File: src/design/tmpg_pkg.sv
`default_nettype none
// ----------------------------------------------------------------------------
// tmpg_pkg
// Shared constants, palette, codes and stage types of the text-mode pixel
// generator.
// ----------------------------------------------------------------------------
package tmpg_pkg;

   localparam int GLYPH_HEIGHT = 16;
   localparam int GLYPH_WIDTH  = 8;
   localparam int GLYPH_COUNT  = 256;

   localparam int STORE_DEPTH  = GLYPH_COUNT * GLYPH_HEIGHT;
   localparam int ADDR_W       = $clog2(STORE_DEPTH);
   localparam int COUNT_W      = $clog2(GLYPH_WIDTH);

   localparam int OP_W         = 2;
   localparam int CODE_W       = 8;
   localparam int ATTR_W       = 8;
   localparam int COL_W        = 7;
   localparam int ROW_W        = 5;
   localparam int LINE_W       = 4;
   localparam int BYTE_W       = 8;
   localparam int X_W          = 10;
   localparam int Y_W          = 9;
   localparam int CHAN_W       = 8;
   localparam int COLOR_W      = 3 * CHAN_W;
   localparam int BLINK_W      = 6;

   localparam int CSR_INDEX_W  = 4;
   localparam int CSR_DATA_W   = 8;

   localparam logic [CSR_INDEX_W-1:0] CSR_CURSOR_COLUMN = CSR_INDEX_W'(0);
   localparam logic [CSR_INDEX_W-1:0] CSR_CURSOR_ROW    = CSR_INDEX_W'(1);

   localparam logic [BLINK_W-1:0] BLINK_WRAP        = BLINK_W'(60);
   localparam logic [BLINK_W-1:0] BLINK_SHOW        = BLINK_W'(30);
   localparam logic [LINE_W-1:0]  CURSOR_FIRST_LINE = LINE_W'(12);

   localparam logic [CODE_W-1:0]  CODE_MASK  = CODE_W'(GLYPH_COUNT - 1);
   localparam logic [LINE_W-1:0]  LINE_MASK  = LINE_W'(GLYPH_HEIGHT - 1);
   localparam logic [COUNT_W-1:0] LAST_PIXEL = COUNT_W'(GLYPH_WIDTH - 1);

   typedef enum logic [OP_W-1:0] {
      OP_WRITE_FONT = 2'd0,
      OP_RENDER     = 2'd1,
      OP_FRAME_TICK = 2'd2
   } op_type;

   localparam logic [COLOR_W-1:0] PALETTE [16] = '{
      24'h000000, 24'h0000aa, 24'h00aa00, 24'h00aaaa,
      24'haa0000, 24'haa00aa, 24'haa5500, 24'haaaaaa,
      24'h555555, 24'h5555ff, 24'h55ff55, 24'h55ffff,
      24'hff5555, 24'hff55ff, 24'hffff55, 24'hffffff
   };

   // after glyph fetch
   typedef struct packed {
      logic [BYTE_W-1:0] glyph_bits;
      logic [ATTR_W-1:0] attribute;
      logic [COL_W-1:0]  cell_column;
      logic [ROW_W-1:0]  cell_row;
      logic [LINE_W-1:0] line;
      logic              cursor_hit;
   } fetch_type;

   // after color lookup
   typedef struct packed {
      logic [BYTE_W-1:0]  glyph_bits;
      logic [COLOR_W-1:0] fg;
      logic [COLOR_W-1:0] bg;
      logic [X_W-1:0]     base_x;
      logic [Y_W-1:0]     pixel_y;
   } color_type;

endpackage
`default_nettype wire

File: src/design/tmpg_if.sv
`default_nettype none


interface tmpg_rsp_if;
   import tmpg_pkg::*;

   logic              valid;
   logic              ready;
   logic [X_W-1:0]    pixel_x;
   logic [Y_W-1:0]    pixel_y;
   logic [CHAN_W-1:0] red;
   logic [CHAN_W-1:0] green;
   logic [CHAN_W-1:0] blue;
   logic              last;

   modport source (
      output valid, pixel_x, pixel_y, red, green, blue, last,
      input  ready
   );
   modport sink (
      input  valid, pixel_x, pixel_y, red, green, blue, last,
      output ready
   );
endinterface

`default_nettype wire

File: src/design/tmpg_serializer.sv
`default_nettype none
// ----------------------------------------------------------------------------
// tmpg_serializer
// Output stage: shifts the glyph byte out one pixel per response.
// ----------------------------------------------------------------------------
module tmpg_serializer (
   input  wire logic           clock,
   input  wire logic           reset,
   input  wire logic           color_valid,
   input  tmpg_pkg::color_type color_data,
   output logic                color_ready,
   tmpg_rsp_if.source          rsp_ch
);
   import tmpg_pkg::*;

   logic               s3_valid_ff, s3_valid_in;
   logic [COUNT_W-1:0] count_ff, count_in;
   logic [BYTE_W-1:0]  bits_ff, bits_in;
   logic [X_W-1:0]     x_ff, x_in;
   logic [COLOR_W-1:0] fg_ff;
   logic [COLOR_W-1:0] bg_ff;
   logic [Y_W-1:0]     y_ff;

   logic               emit;
   logic               done;
   logic               load;
   logic [COLOR_W-1:0] color;

   assign emit        = s3_valid_ff && rsp_ch.ready;
   assign done        = emit && (count_ff == LAST_PIXEL);
   assign color_ready = !s3_valid_ff || done;
   assign load        = color_valid && color_ready;

   always_comb begin
      s3_valid_in = s3_valid_ff;
      count_in    = count_ff;
      bits_in     = bits_ff;
      x_in        = x_ff;
      if (load) begin
         s3_valid_in = 1'b1;
         count_in    = '0;
         bits_in     = color_data.glyph_bits;
         x_in        = color_data.base_x;
      end else if (emit) begin
         s3_valid_in = !done;
         count_in    = count_ff + COUNT_W'(1);
         bits_in     = {bits_ff[BYTE_W-2:0], 1'b0};
         x_in        = x_ff + X_W'(1);
      end
   end

   always_ff @(posedge clock) begin
      if (reset) begin
         s3_valid_ff <= 1'b0;
         count_ff    <= '0;
      end else begin
         s3_valid_ff <= s3_valid_in;
         count_ff    <= count_in;
      end
   end

   always_ff @(posedge clock) begin
      bits_ff <= bits_in;
      x_ff    <= x_in;
      if (load) begin
         fg_ff <= color_data.fg;
         bg_ff <= color_data.bg;
         y_ff  <= color_data.pixel_y;
      end
   end

   assign color = bits_ff[BYTE_W-1] ? fg_ff : bg_ff;

   assign rsp_ch.valid   = s3_valid_ff;
   assign rsp_ch.pixel_x = x_ff;
   assign rsp_ch.pixel_y = y_ff;
   assign rsp_ch.red     = color[3*CHAN_W-1:2*CHAN_W];
   assign rsp_ch.green   = color[2*CHAN_W-1:CHAN_W];
   assign rsp_ch.blue    = color[CHAN_W-1:0];
   assign rsp_ch.last    = (count_ff == LAST_PIXEL);

`ifndef ASSERT_OFF
   a_x_tracks_count: assert property (@(posedge clock) disable iff (reset)
      s3_valid_ff |-> (x_ff[COUNT_W-1:0] == count_ff))
      else $error("pixel x out of step with pixel count");
`endif

endmodule
`default_nettype wire

File: src/flat_wrapper.sv
// flat-port wrapper written by rule: the top's interface ports become plain ports
module tmpg_serializer_flat import tmpg_pkg::*;
  (clock, reset, color_valid, color_data, color_ready, rsp_ch_valid, rsp_ch_pixel_x, rsp_ch_pixel_y, rsp_ch_red, rsp_ch_green, rsp_ch_blue, rsp_ch_last, rsp_ch_ready);
  tmpg_rsp_if rsp_ch_i ();
  input  wire logic clock;
  input  wire logic reset;
  input  wire logic color_valid;
  input  tmpg_pkg::color_type color_data;
  output logic color_ready;
  output wire logic [$bits(rsp_ch_i.valid)-1:0] rsp_ch_valid;
  output wire logic [$bits(rsp_ch_i.pixel_x)-1:0] rsp_ch_pixel_x;
  output wire logic [$bits(rsp_ch_i.pixel_y)-1:0] rsp_ch_pixel_y;
  output wire logic [$bits(rsp_ch_i.red)-1:0] rsp_ch_red;
  output wire logic [$bits(rsp_ch_i.green)-1:0] rsp_ch_green;
  output wire logic [$bits(rsp_ch_i.blue)-1:0] rsp_ch_blue;
  output wire logic [$bits(rsp_ch_i.last)-1:0] rsp_ch_last;
  input wire logic [$bits(rsp_ch_i.ready)-1:0] rsp_ch_ready;
  assign rsp_ch_valid = rsp_ch_i.valid;
  assign rsp_ch_pixel_x = rsp_ch_i.pixel_x;
  assign rsp_ch_pixel_y = rsp_ch_i.pixel_y;
  assign rsp_ch_red = rsp_ch_i.red;
  assign rsp_ch_green = rsp_ch_i.green;
  assign rsp_ch_blue = rsp_ch_i.blue;
  assign rsp_ch_last = rsp_ch_i.last;
  assign rsp_ch_i.ready = rsp_ch_ready;
  tmpg_serializer u_core (.clock(clock), .reset(reset), .color_valid(color_valid), .color_data(color_data), .color_ready(color_ready), .rsp_ch(rsp_ch_i));
endmodule
File: config.mk
export PLATFORM = sky130hd
export DESIGN_NAME = tmpg_serializer_flat
export DESIGN_NICKNAME = d
export VERILOG_FILES = /design/src/design/tmpg_pkg.sv /design/src/design/tmpg_if.sv /design/src/design/tmpg_serializer.sv /design/src/flat_wrapper.sv
export SDC_FILE = /design/constraint.sdc
export NUM_CORES = 1
export LEC_CHECK = 0
export BUFFER_PORTS_ARGS = -buffer_cell sky130_fd_sc_hd__clkbuf_2
export CAP_MARGIN = 10
export CELL_PAD_IN_SITES_DETAIL_PLACEMENT = 0
export CELL_PAD_IN_SITES_GLOBAL_PLACEMENT = 1
export CORE_MARGIN = 10
export CORE_UTILIZATION = 32
export CTS_CLUSTER_SIZE = 30
export DETAILED_ROUTE_END_ITERATION = 10
export PLACE_DENSITY = 0.73
export SLEW_MARGIN = 20
export SYNTH_ARGS = -nofsm -noshare
export SYNTH_HDL_FRONTEND = slang
export SYNTH_SLANG_ARGS = --single-unit
File: constraint.sdc
create_clock -name clock -period 4.9 [get_ports clock]
set_clock_uncertainty 0.15 [all_clocks]
set_input_delay 0.735 -clock clock [delete_from_list [all_inputs] [get_ports clock]]
set_output_delay 0.735 -clock clock [all_outputs]
set_load 0.02 [all_outputs]
==> impl_summary.log <==
INFO  metric status = finished clean
INFO  metric maxSlewViolCount = 0
INFO  metric timing.final.crit_share = 0.561
INFO  metric cts_setup_buffers = 0
INFO  metric start_util = 0.325
INFO  metric post_detailed_route_via_to_cell_ratio = 4.39
INFO  metric clock_tree.root_cell = sky130_fd_sc_hd__clkbuf_8
INFO  metric buffer_ports.inserted = 124
INFO  metric grt_antenna_before_repair = 0
INFO  metric slowest_stage = sky130_fd_sc_hd__edfxtp_1
INFO  metric switch_share = 0.250
INFO  metric drv.max_cap_violation_count = 0
INFO  metric postPlaceCellArea = 0.00389 mm²
INFO  metric synth.avg_cell_area = 18.4 µm²
INFO  metric dp.final_hpwl = 5310 µm
INFO  metric finalSetupViolations = 0
INFO  metric core_area = 0.00964 mm²
INFO  metric yosys-top-cells-area = sky130_fd_sc_hd__edfxtp_1 72%, sky130_fd_sc_hd__mux2_2 10%, sky130_fd_sc_hd__dfxtp_1 2.6%
INFO  metric finish.instance_area = 0.00405 mm²
INFO  metric drive_gt1_frac = 0.574
INFO  metric core.rowCount = 36
INFO  metric dieWidth = 119 µm
INFO  metric cts_repair_resize_count = 0
INFO  metric post-synth-top-area-cell = sky130_fd_sc_hd__edfxtp_1
INFO  metric pin_count_of_the_biggest_net_entering_global_routing = 70
INFO  metric place.gp.congestion = 0.781
INFO  metric cp-end-kind = output pin
INFO  metric regArea = 0.00233 mm²
INFO  metric share_clk_of_total_power = 0.274
INFO  metric timing.critical_path.cells = buf_8 > mux2_2 > clkbuf_2
INFO  metric maxClockFrequency = 364 MHz
INFO  metric detail_route.wirelength = 7130 µm
INFO  metric worstPathRequired = 4.01 ns
INFO  metric grt-ovfl-total = 0
INFO  metric h_tree_depth = 3
INFO  metric multi_input_comb_area = 737 µm²
INFO  metric first_pass_grt_wire_length = 11100 µm
INFO  metric power_switching = 0.355 mW
INFO  metric cellLeakagePower = 1.64 nW
INFO  metric detailroute.via_count = 1925
INFO  metric path_class = reg -> out
INFO  metric io-pin-count = 125
INFO  metric die_h = 119 µm
INFO  metric first_global_vias = 2111
INFO  metric min_path_type = reg -> reg
INFO  metric postCtsHoldBufs = 0
INFO  metric ctsLongestPathBuffers = 2
INFO  metric synth.ff_latch_count = 79
INFO  metric clock_insertion_delay_worst_skew = 0.34 ns
INFO  metric ir_worst_vdd = 0.000163 V
INFO  metric seq_power_share = 0.578
INFO  metric ys_types = 27
INFO  metric die_area = 0.0141 mm²
INFO  metric area_growth = 29.3%
INFO  metric worst_slew_pin_slew = 0.656 ns
INFO  metric antenna-diode-count = 0
INFO  metric powerDensity = 350 mW/mm²
INFO  metric cellInternalPower = 1.06 mW
INFO  metric worstSetupStartpointType = flip-flop
INFO  metric layout_setup_ws = 2.15 ns
INFO  metric final_nets = 385
INFO  metric drt_iter0_drc = 74
INFO  metric share_of_power_burned_in_combinational_logic = 0.148
INFO  metric synth_nets = 252
INFO  metric dp_slack = 2.30 ns
INFO  metric cp_slowest_stage_delay = 0.77 ns
INFO  metric final_hold_viol_count = 0
INFO  metric cts.sinks = 79
INFO  metric globalRouteTotalUtil = 0.100
INFO  metric totalNegativeSetupSlack = 0 ns
INFO  metric synth-warning-count = 0
INFO  metric cts_tree = built
INFO  metric route.detailed.wl_per_inst = 16.3 µm
INFO  metric synth_seq_area_share = 0.745
INFO  metric detail-route-antenna-nets = 0
INFO  metric num-fill-cells = 941
INFO  metric final_critical_period = 2.75 ns
INFO  metric dr.pass1.iters = 5
INFO  metric clock_transition_at_the_registers_of_the_reported_paths = 0.08 ns
INFO  metric synth_top_cell_area_share = 0.720
INFO  metric worstPathMaxFanout = 14
INFO  metric slew_headroom = 0.563
INFO  metric synth.cell_area = 0.00313 mm²
INFO  metric synth_cells = 170
INFO  metric tritoncts.num_buffers = 9
INFO  metric drc_errors = 0
INFO  metric timing.reg2reg.setup_slack = 2.59 ns
INFO  metric critical_path_arrival = 1.86 ns
INFO  metric grt_setup_unrepaired = no
==> synthesized netlist by cell type, drive strengths merged <==
cell type	count
edfxtp	75
mux2	34
nor3	9
o21ai	6
a31oi	5
inv	5
dfxtp	4
nand3	4
or3	4
buf	3
ha	3
nand2	3
xnor2	3
a21oi	2
mux2i	2
nand4	2
a21boi	1
and3	1
clkbuf	1
o31ai	1
or4	1
xor2	1
==> flip-flops by register name, summed over array words and instances (netlist names) <==
| signal | cells |
|---|---|
| u_core.count_ff | 3 |
| u_core.bits_ff | 8 |
| u_core.rsp_ch.valid | 1 |
| u_core.rsp_ch.pixel_x | 10 |
| u_core.rsp_ch.pixel_y | 9 |
| u_core.fg_ff | 24 |
| u_core.bg_ff | 24 |
==> per-stage QoR <==
| step | power [mW] | hold WS, ns | utilization | instances |
|---|---|---|---|---|
| after floorplan | 0.960 | 0.356 | - | 170 |
| final | 1.42 | 0.401 | 0.420 | 438 |
| after global placement | 1.04 | 0.367 | 0.404 | 424 |
| after CTS | 1.44 | 0.389 | 0.418 | 437 |
| after detailed placement | 1.05 | 0.384 | 0.404 | 424 |
| after global routing | 1.49 | 0.384 | 0.420 | 438 |
==> layer usage <==
| layer | GRT usage | share of wire | vias up | routed length [µm] |
|---|---|---|---|---|
| met5 | 0 | 0 | - | 0 |
| met4 | 0.0405 | 0.010 | 0 | 72 |
| met3 | 0.0482 | 0.071 | 6 | 504 |
| met2 | 0.158 | 0.48 | 73 | 3410 |
| met1 | 0.115 | 0.44 | 908 | 3140 |
| li1 | - | - | 938 | - |
==> cell families (layout without fill, tap and decap cells) <==
family,Yosys count,in the layout,share of synthesized area
compound gates,15,15,0.0312
xor+xnor,4,4,0.0112
fa+ha+maj,3,3,0.0120
buf+inv,9,144,0.0192
flops,79,79,0.745
mux,36,36,0.135
simple gates,24,24,0.0464
==> path summary, 6_finish.rpt <==
kind,start,cells after the start,to
setup / recovery,u_core.bits_ff[7]$_DFFE_PP_,3,rsp_ch_red[7]
hold reg to reg,u_core.bits_ff[2]$_DFFE_PP_,1,u_core.bits_ff[3]$_DFFE_PP_
hold / removal,u_core.bits_ff[2]$_DFFE_PP_,1,u_core.bits_ff[3]$_DFFE_PP_
setup reg to reg,u_core.count_ff[0]$_SDFFE_PP0P_,7,u_core.bits_ff[7]$_DFFE_PP_
==> power by group through the flow <==
stage	clock network (mW)	logic (mW)	registers (mW)
3_3_place_gp	0	0.204	0.838
4_1_cts	0.405	0.209	0.824
2_1_floorplan	0	0.117	0.843
6_report	0.388	0.210	0.820
5_1_grt	0.434	0.228	0.825
3_5_place_dp	0	0.208	0.839
==> critical path: cells and delay by family, from the launching register on <==
family / cells / cell delay [ns]
flip-flops: 1 / 0.77
buffers and inverters: 2 / 0.41
multiplexers: 1 / 0.34
==> placed cells by master (no fill, tap or decap) <==
cell | synthesis | final
sky130_fd_sc_hd__clkbuf_2 | 0 | 124
sky130_fd_sc_hd__edfxtp_1 | 75 | 75
sky130_fd_sc_hd__mux2_2 | 29 | 29
sky130_fd_sc_hd__nor3_1 | 9 | 9
sky130_fd_sc_hd__clkbuf_8 | 0 | 9
sky130_fd_sc_hd__o21ai_0 | 6 | 5
sky130_fd_sc_hd__a31oi_1 | 5 | 5
sky130_fd_sc_hd__mux2_4 | 5 | 5
sky130_fd_sc_hd__nand3_1 | 4 | 4
sky130_fd_sc_hd__or3_1 | 4 | 4
sky130_fd_sc_hd__dfxtp_1 | 4 | 4
sky130_fd_sc_hd__inv_1 | 3 | 3
sky130_fd_sc_hd__xnor2_1 | 3 | 3
sky130_fd_sc_hd__ha_1 | 3 | 3
sky130_fd_sc_hd__nand2_1 | 2 | 2
sky130_fd_sc_hd__nand4_1 | 2 | 2
sky130_fd_sc_hd__a21oi_1 | 2 | 2
sky130_fd_sc_hd__mux2i_1 | 2 | 2
sky130_fd_sc_hd__clkbuf_1 | 1 | 2
sky130_fd_sc_hd__o21ai_1 | 0 | 1
sky130_fd_sc_hd__a21boi_4 | 1 | 1
sky130_fd_sc_hd__inv_4 | 1 | 1
sky130_fd_sc_hd__nand2_8 | 1 | 1
sky130_fd_sc_hd__inv_6 | 1 | 1
sky130_fd_sc_hd__o31ai_1 | 1 | 1
sky130_fd_sc_hd__or4_1 | 1 | 1
sky130_fd_sc_hd__xor2_1 | 1 | 1
sky130_fd_sc_hd__and3_2 | 1 | 1
sky130_fd_sc_hd__clkinvlp_4 | 0 | 1
sky130_fd_sc_hd__clkinv_1 | 0 | 1
sky130_fd_sc_hd__buf_8 | 0 | 1
sky130_fd_sc_hd__buf_4 | 0 | 1
==> cell type report <==
| class | instances | share of cell area |
|---|---|---|
| sequential | 79 | 0.576 |
| timing repair buffer | 126 | 0.159 |
| clock buffer | 11 | 0.0325 |
| inverter | 5 | 0.00649 |
| tap | 133 | 0.0411 |
| multi-input combinational | 82 | 0.182 |
| clock inverter | 2 | 0.00278 |
No activity file was read; power rests on OpenSTA's default activity.
