File: config.mk
export PLATFORM = sky130hd
export DESIGN_NAME = tmpg_color
export DESIGN_NICKNAME = d
export VERILOG_FILES = /design/src/design/tmpg_pkg.sv /design/src/design/tmpg_color.sv
export SDC_FILE = /design/constraint.sdc
export NUM_CORES = 1
export LEC_CHECK = 0
export BUFFER_PORTS_ARGS = -buffer_cell sky130_fd_sc_hd__buf_4
export CORE_ASPECT_RATIO = 0.75
export CORE_UTILIZATION = 29
export DETAILED_ROUTE_END_ITERATION = 7
export PLACE_DENSITY = 0.73
export SLEW_MARGIN = 20
export SYNTH_ARGS = -nofsm -noshare
export SYNTH_HDL_FRONTEND = slang
export SYNTH_SLANG_ARGS = --single-unit
File: constraint.sdc
create_clock -name clock -period 2.13 [get_ports clock]
set_clock_uncertainty 0.15 [all_clocks]
set_input_delay 0.1065 -clock clock [delete_from_list [all_inputs] [get_ports clock]]
set_output_delay 0.1065 -clock clock [all_outputs]
set_load 0.01 [all_outputs]
File: src/design/tmpg_pkg.sv
`default_nettype none
// ----------------------------------------------------------------------------
// tmpg_pkg
// Shared constants, palette, codes and stage types of the text-mode pixel
// generator.
// ----------------------------------------------------------------------------
package tmpg_pkg;

   localparam int GLYPH_HEIGHT = 16;
   localparam int GLYPH_WIDTH  = 8;
   localparam int GLYPH_COUNT  = 256;

   localparam int STORE_DEPTH  = GLYPH_COUNT * GLYPH_HEIGHT;
   localparam int ADDR_W       = $clog2(STORE_DEPTH);
   localparam int COUNT_W      = $clog2(GLYPH_WIDTH);

   localparam int OP_W         = 2;
   localparam int CODE_W       = 8;
   localparam int ATTR_W       = 8;
   localparam int COL_W        = 7;
   localparam int ROW_W        = 5;
   localparam int LINE_W       = 4;
   localparam int BYTE_W       = 8;
   localparam int X_W          = 10;
   localparam int Y_W          = 9;
   localparam int CHAN_W       = 8;
   localparam int COLOR_W      = 3 * CHAN_W;
   localparam int BLINK_W      = 6;

   localparam int CSR_INDEX_W  = 4;
   localparam int CSR_DATA_W   = 8;

   localparam logic [CSR_INDEX_W-1:0] CSR_CURSOR_COLUMN = CSR_INDEX_W'(0);
   localparam logic [CSR_INDEX_W-1:0] CSR_CURSOR_ROW    = CSR_INDEX_W'(1);

   localparam logic [BLINK_W-1:0] BLINK_WRAP        = BLINK_W'(60);
   localparam logic [BLINK_W-1:0] BLINK_SHOW        = BLINK_W'(30);
   localparam logic [LINE_W-1:0]  CURSOR_FIRST_LINE = LINE_W'(12);

   localparam logic [CODE_W-1:0]  CODE_MASK  = CODE_W'(GLYPH_COUNT - 1);
   localparam logic [LINE_W-1:0]  LINE_MASK  = LINE_W'(GLYPH_HEIGHT - 1);
   localparam logic [COUNT_W-1:0] LAST_PIXEL = COUNT_W'(GLYPH_WIDTH - 1);

   typedef enum logic [OP_W-1:0] {
      OP_WRITE_FONT = 2'd0,
      OP_RENDER     = 2'd1,
      OP_FRAME_TICK = 2'd2
   } op_type;

   localparam logic [COLOR_W-1:0] PALETTE [16] = '{
      24'h000000, 24'h0000aa, 24'h00aa00, 24'h00aaaa,
      24'haa0000, 24'haa00aa, 24'haa5500, 24'haaaaaa,
      24'h555555, 24'h5555ff, 24'h55ff55, 24'h55ffff,
      24'hff5555, 24'hff55ff, 24'hffff55, 24'hffffff
   };

   // after glyph fetch
   typedef struct packed {
      logic [BYTE_W-1:0] glyph_bits;
      logic [ATTR_W-1:0] attribute;
      logic [COL_W-1:0]  cell_column;
      logic [ROW_W-1:0]  cell_row;
      logic [LINE_W-1:0] line;
      logic              cursor_hit;
   } fetch_type;

   // after color lookup
   typedef struct packed {
      logic [BYTE_W-1:0]  glyph_bits;
      logic [COLOR_W-1:0] fg;
      logic [COLOR_W-1:0] bg;
      logic [X_W-1:0]     base_x;
      logic [Y_W-1:0]     pixel_y;
   } color_type;

endpackage
`default_nettype wire

File: src/design/tmpg_color.sv
`default_nettype none
// ----------------------------------------------------------------------------
// tmpg_color
// Palette lookup, cursor override and screen coordinate stage.
// ----------------------------------------------------------------------------
module tmpg_color (
   input  wire logic           clock,
   input  wire logic           reset,
   input  wire logic           fetch_valid,
   input  tmpg_pkg::fetch_type fetch_data,
   output logic                fetch_ready,
   output logic                color_valid,
   output tmpg_pkg::color_type color_data,
   input  wire logic           color_ready
);
   import tmpg_pkg::*;

   logic      s2_valid_ff, s2_valid_in;
   color_type s2_ff, s2_in;

   assign fetch_ready = !s2_valid_ff || color_ready;

   always_comb begin
      s2_in.glyph_bits = fetch_data.glyph_bits;
      s2_in.fg         = PALETTE[fetch_data.attribute[3:0]];
      s2_in.bg         = fetch_data.cursor_hit ? PALETTE[fetch_data.attribute[3:0]]
                                               : PALETTE[fetch_data.attribute[7:4]];
      s2_in.base_x     = X_W'(fetch_data.cell_column) * X_W'(GLYPH_WIDTH);
      s2_in.pixel_y    = Y_W'(fetch_data.cell_row) * Y_W'(GLYPH_HEIGHT)
                         + Y_W'(fetch_data.line);
   end

   always_comb begin
      s2_valid_in = s2_valid_ff;
      if (fetch_ready) begin
         s2_valid_in = fetch_valid;
      end
   end

   always_ff @(posedge clock) begin
      if (reset) begin
         s2_valid_ff <= 1'b0;
      end else begin
         s2_valid_ff <= s2_valid_in;
      end
   end

   always_ff @(posedge clock) begin
      if (fetch_valid && fetch_ready) begin
         s2_ff <= s2_in;
      end
   end

   assign color_valid = s2_valid_ff;
   assign color_data  = s2_ff;

endmodule
`default_nettype wire

==> impl_metrics.csv, run 1 <==
group,metric,value,unit
route,num_vias,1090,
place,hpwl,2135,um
critical_path,slowest_delay,0.38,ns
logic_synthesis,synthTopCellsByArea,"edfxtp_1, buf_4, mux2_4",
critical_path,critPathLaunchType,"flop",
finish,multi_input_area,138.9,sq um
finish,n_fill_cell,442,
clocking,clkSlewWorstSetupHoldPaths,0.07,ns
clocking,cts_setup_buffers,0,
global_routing,grt_pass1_wl,4678,um
global_routing,grt-ovfl-total,0,
status,status,"completed",
route,drt-total-wl,3204,um
logic_synthesis,synth_area_per_cell,15.49,sq um
logic_synthesis,syn_inst,97,
logic_synthesis,ys_types,17,
critical_path,reg2regPathDepth,3,
power_and_ir_drop,power.leakage,1.119,nW
route,remaining_drc_errors,0,
critical_path,cp.arrival,1.21,ns
power_and_ir_drop,max-vdd-ir-drop,0.3347,mV
critical_path,crit-reg2reg-launch,"color_valid$_SDFFE_PP0P_",
route,routed_via_density,4.067,
die,die-area,5477,sq um
power_and_ir_drop,pwr-share-clk,0.280,
worst_hold_path,hold_depth,2,
route,drtIter0Drc,30,
critical_path,critPathCaptureType,"flop",
clocking,cts_buffer_depth,2,
worst_hold_path,hold_start,"fetch_data[18]",
finish,layout-drive-gt1-share,0.5721,
critical_path,r2r_slack,0.70,ns
place,gp_congestion,0.7508,
place,placed_cells,228,
route,drt-pass1-iter-count,3,
logic_synthesis,yosysSeqAreaShare,0.6928,
route,ant_nets,0,
clocking,hold_buffers,32,
power_and_ir_drop,pwr-share-seq,0.522,
die,die_w,85.12,um
worst_hold_path,min_delay_worst_endpoint,"color_data[58]$_DFFE_PP_",
power_and_ir_drop,p_int,1.232,mW
finish,regArea,1041,sq um
critical_path,worstPathRequired,1.90,ns
logic_synthesis,synth_top_area_frac,0.6794,
power_and_ir_drop,switching_share,0.2255,
logic_synthesis,synth_top_area_cell,"edfxtp_1",
global_routing,grt_max_degree,35,
finish,antenna_cells,0,
power_and_ir_drop,p_switching,358.6,uW
die,row_count,22,
critical_path,crit_slowest_cell,"buf_4",
timing,slew_viol_final,0,
finish,fin_cells,268,
global_routing,antenna_found_initial,0,
global_routing,grt_busiest_layer,"met2",
logic_synthesis,syn-cell-area,1503,sq um
logic_synthesis,yosysWarnings,0,
place,io_buffers,110,
die,start_util,0.3050,
clocking,cts-root-buf,"clkbuf_8",
timing,setup_viol,0,
finish,syn_to_final_growth,66.36,%
clocking,cts.sinks,35,
critical_path,path_cells,"nand2b_1 > and2_1 > buf_4",
die,fp.coreArea,4927,sq um
flow_run,max_cap_violations,0,
timing,fin_setup_tns,0,ns
global_routing,grtUsageMet3,0.03359,
finish,layout.nets,244,
logic_synthesis,ys_ff_latch,35,
timing,period_minus_slack,1.435,ns
timing,finalHoldViolCount,0,
clocking,clk_latency,0.27,ns
timing,rsz0062_at_grt,"no",
clocking,cts_buffers,5,
clocking,cts_tree,"done",
route,routedWlPerCell,11.96,um
critical_path,crit_fanout,34,
die,io_pins,114,
clocking,cts-resized-gates,0,
worst_hold_path,hp-class,"in2reg",
global_routing,grt_use_met1,0.1142,
power_and_ir_drop,power_density,636.1,nW/um^2
critical_path,worstSetupPathType,"reg2reg",
global_routing,grt_util_all_layers,0.1142,
die,fp.dieH,64.34,um
timing,fmax,697.1,MHz
timing,fin_crit_sh,0.6735,
global_routing,grt_pass1_vias,1034,
critical_path,r2r-end,"color_data[13]$_DFFE_PP_",
clocking,h-tree-depth,2,
global_routing,met2_usage,0.2087,
power_and_ir_drop,combinationalPowerShare,0.199,
-- per-stage QoR --
stage	hold WS, ns	area [sq um]	total power [mW]	setup WS [ns]	util
after floorplan	0.02557	1510	0.9901	0.2334	-
after global placement	0.1115	2100	1.111	0.7316	0.4261
after detailed placement	0.1183	2100	1.116	0.6952	0.4261
after CTS	0.0003803	2500	1.611	0.6901	0.5074
after global routing	0.009178	2500	1.662	0.6042	0.5074
final	0.02137	2500	1.590	0.6954	0.5074
-- cell type report --
| type | count | share of cell area |
|---|---|---|
| inverters | 3 | 0.004505 |
| flip-flops and latches | 35 | 0.4164 |
| repair buffers | 143 | 0.4615 |
| well taps | 60 | 0.03003 |
| multi-input cells | 19 | 0.05556 |
| clock buffers | 8 | 0.03203 |
-- layout by cell type, fill, tap and decap left out, drive strengths merged --
master       count
clkbuf           8
inv              3
conb             3
mux2             3
nand2b           1
o32ai            1
nor2b            1
nand3b           2
a32oi            1
edfxtp          34
and2             1
dlygate4sd3     32
dfxtp            1
nand2            2
nor3b            2
a21oi            1
nor2             1
buf            111
-- flip-flops by register name, summed over array words and instances (netlist names) --
name	count
color_data	34
color_valid	1
-- synth_stat cells (all sizes together) --
| master | number |
|---|---|
| o32ai | 1 |
| dfxtp | 1 |
| nor2 | 1 |
| buf | 42 |
| nor3b | 2 |
| mux2 | 3 |
| nand2b | 1 |
| inv | 3 |
| nor2b | 1 |
| a32oi | 1 |
| edfxtp | 34 |
| conb | 1 |
| and2 | 1 |
| nand2 | 2 |
| nand3b | 2 |
| a21oi | 1 |
-- power groups by stage --
stage | logic (mW) | clock network, mW | registers (mW)
2_1_floorplan | 0.126 | 0 | 0.864
3_3_place_gp | 0.268 | 0 | 0.843
3_5_place_dp | 0.270 | 0 | 0.846
4_1_cts | 0.316 | 0.464 | 0.831
5_1_grt | 0.335 | 0.492 | 0.836
6_report | 0.316 | 0.445 | 0.829
-- worst max-delay path by stage --
stage	endpoint	depth (start not counted)	startpoint
6_report	color_data[13]$_DFFE_PP_	3	color_valid$_SDFFE_PP0P_
5_1_grt	color_data[3]$_DFFE_PP_	3	color_valid$_SDFFE_PP0P_
4_1_cts	color_data[3]$_DFFE_PP_	3	color_valid$_SDFFE_PP0P_
3_5_place_dp	color_data[2]$_DFFE_PP_	3	color_valid$_SDFFE_PP0P_
3_3_place_gp	color_data[57]$_DFFE_PP_	3	color_valid$_SDFFE_PP0P_
2_1_floorplan	color_data[0]$_DFFE_PP_	2	color_valid$_SDFFE_PP0P_
-- routing by layer --
layer	up-vias	wire length, um
met3	7	314
met4	0	61
met1	499	1129
met2	74	1699
met5	-	0
li1	510	-
-- worst max-delay path, delay by kind of cell (launching register included) --
family	cells	cell delay, ns
buffers and inverters	1	0.38
and+or+nand+nor	2	0.23
DFF	1	0.31
-- cells by family (layout without fill, tap and decap cells) --
kind of cell | Yosys count | after routing | share of synthesized area
buffers and inverters | 45 | 154 | 0.2198
DFF | 35 | 35 | 0.6928
and+or+nand+nor | 10 | 10 | 0.03997
AOI/OAI and AO/OA | 3 | 3 | 0.01499
muxes | 3 | 3 | 0.02997
other | 1 | 3 | 0.002496
Note: power is estimated with default switching activity, not from simulation.
==> run 2, diff against run 1 <==
--- a/config.mk
+++ b/config.mk
@@ -9,7 +9,7 @@
 export CORE_ASPECT_RATIO = 0.75
 export CORE_UTILIZATION = 29
 export DETAILED_ROUTE_END_ITERATION = 7
-export PLACE_DENSITY = 0.73
+export PLACE_DENSITY = 0.76
 export SLEW_MARGIN = 20
 export SYNTH_ARGS = -nofsm -noshare
 export SYNTH_HDL_FRONTEND = slang
==> constraint.sdc (replaced) <==
create_clock -name clock -period 1.2 [get_ports clock]
set_clock_uncertainty 0.15 [all_clocks]
set_input_delay 0.06 -clock clock [delete_from_list [all_inputs] [get_ports clock]]
set_output_delay 0.06 -clock clock [all_outputs]
set_load 0.01 [all_outputs]
==> run 2 against run 1 <==
Compared with the run above: worst hold slack worse by 0.11 ns; setup slack got worse by 0.70 ns; sequential power grew 77%; cell count increased by 0.75%; critical path type is now in2reg; the run now ends with negative hold slack, negative setup slack left; sequential cell count unchanged; routed wire length increased by 4.7%; register-to-register slack got worse by 0.69 ns; core utilization rose by 1.1 points; clock-buffer cell count decreased by 2; sequential share of layout area fell by 0.83 points; critical path depth rose by 1; global-route usage grew 0.88 points.
==> impl_metrics.csv, run 2 (same netlist as run 1, synthesis figures left out) <==
group,metric,value,unit
status,status,"finished with violations",
status,violations,"negative hold slack, negative setup slack",
clocking,cts_tree,"done",
critical_path,crit_fanout,16,
timing,fmax,830.6,MHz
critical_path,slowest_delay,0.53,ns
die,row_count,22,
die,io_pins,114,
route,ant_nets,0,
clocking,cts_setup_buffers,0,
power_and_ir_drop,power_density,1117,nW/um^2
clocking,cts-root-buf,"clkbuf_8",
route,drt-pass1-iter-count,4,
clocking,hold_buffers,33,
finish,layout-drive-gt1-share,0.5857,
timing,setup_viol,11,
global_routing,grt_pass1_wl,4940,um
timing,timing.hold.ws,-0.09297,ns
power_and_ir_drop,combinationalPowerShare,0.205,
timing,finalHoldViolCount,2,
finish,fin_cells,270,
place,dp_slack,0.01977,ns
critical_path,worstPathRequired,1.04,ns
global_routing,antenna_found_initial,0,
place,gp_congestion,0.6735,
route,routed_via_density,3.989,
power_and_ir_drop,max-vdd-ir-drop,0.3724,mV
finish,layout_commonest_cell,"buf_4",
clocking,cts.sinks,35,
die,start_util,0.3050,
clocking,clk_latency,0.28,ns
finish,final_core_util,0.5183,
critical_path,worstSetupPathType,"in2reg",
clocking,cts-resized-gates,0,
timing,fin_ws,-0.003946,ns
global_routing,grt_pass1_vias,1045,
critical_path,path_delay_family,"buffers and inverters",
power_and_ir_drop,pwr-share-clk,0.278,
route,drt-total-wl,3356,um
timing,slew_viol_final,0,
global_routing,grt_max_degree,17,
critical_path,cp.arrival,1.05,ns
place,io_buffers,110,
clocking,h-tree-depth,2,
power_and_ir_drop,p_int,2.189,mW
power_and_ir_drop,power.leakage,1.145,nW
finish,syn_to_final_growth,69.94,%
power_and_ir_drop,p_switching,663.1,uW
timing,period_minus_slack,1.204,ns
place,hpwl,2238,um
flow_run,max_cap_violations,0,
global_routing,grt-ovfl-total,0,
die,fp.coreArea,4927,sq um
clocking,cts_buffer_depth,2,
clocking,clkSlewWorstSetupHoldPaths,0.07,ns
power_and_ir_drop,pwr-share-seq,0.516,
global_routing,grt_util_all_layers,0.1230,
die,die_w,85.12,um
power_and_ir_drop,switching_share,0.2325,
route,num_vias,1077,
finish,layout.nets,246,
place,placed_cells,229,
finish,layout_common_cells,"buf_4, edfxtp_1, dlygate4sd3_1",
die,die-area,5477,sq um
route,drtIter0Drc,19,
timing,fin_crit_sh,1.003,
finish,largest_reg_flops,34,
worst_hold_path,hp-class,"in2reg",
critical_path,path_cells,"dlygate4sd3_1 > buf_4 > and2_4 > buf_12",
route,routedWlPerCell,12.43,um
finish,n_fill_cell,441,
critical_path,r2r_slack,0.01,ns
critical_path,critPathCaptureType,"flop",
critical_path,crit_slowest_cell,"dlygate4sd3_1",
route,remaining_drc_errors,0,
timing,rsz0062_at_grt,"yes",
critical_path,crit_buf_inv,3,
clocking,cts_buffers,5,
critical_path,critPathLaunchType,"input pin",
finish,antenna_cells,0,
die,fp.dieH,64.34,um
## run 2: worst reg2reg max path, cell delays in order (launching register included)
cell and delay [ns]:
dfxtp_2 0.33, nand2b_4 0.07, and2_4 0.19, buf_12 0.16
## run 2: final timing paths
path | from | end | cells after the start
worst max-delay path | fetch_valid | color_data[64]$_DFFE_PP_ | 4
worst min-delay path | color_ready | color_valid$_SDFFE_PP0P_ | 3
worst min register to register | color_valid$_SDFFE_PP0P_ | color_valid$_SDFFE_PP0P_ | 2
worst max register to register | color_valid$_SDFFE_PP0P_ | color_data[64]$_DFFE_PP_ | 3
## run 2: power groups by stage
stage | combinational [mW] | sequential [mW] | clock (mW)
after floorplan | 0.228 | 1.53 | 0
after global placement | 0.495 | 1.50 | 0
after detailed placement | 0.501 | 1.50 | 0
after CTS | 0.587 | 1.48 | 0.818
after global routing | 0.621 | 1.48 | 0.860
final | 0.586 | 1.47 | 0.793
## run 2: layout make-up
class / instances / area, sq um / area share
clock inverters: 2 / 7.507 / 0.002940
inverters: 3 / 11.26 / 0.004410
clock buffers: 6 / 72.57 / 0.02842
well taps: 60 / 75.07 / 0.02940
multi-input cells: 19 / 148.9 / 0.05830
repair buffers: 145 / 1196 / 0.4684
flip-flops and latches: 35 / 1042 / 0.4081
## run 2: through the flow
stage                     TNS [ns]  power [mW]  cell area, sq um
after floorplan             -2.064       1.761              1521
after global placement           0       1.993              2143
after detailed placement         0       2.002              2143
after CTS                        0       2.881              2554
after global routing        -1.175       2.965              2554
final                     -0.01783       2.852              2554
## run 2: metal layers
metal / up-vias / track usage / wire length (um)
met5: - / 0 / 0
met4: 0 / 0.06356 / 55
met3: 5 / 0.04522 / 317
met2: 69 / 0.2308 / 1773
met1: 488 / 0.1176 / 1209
li1: 515 / - / -
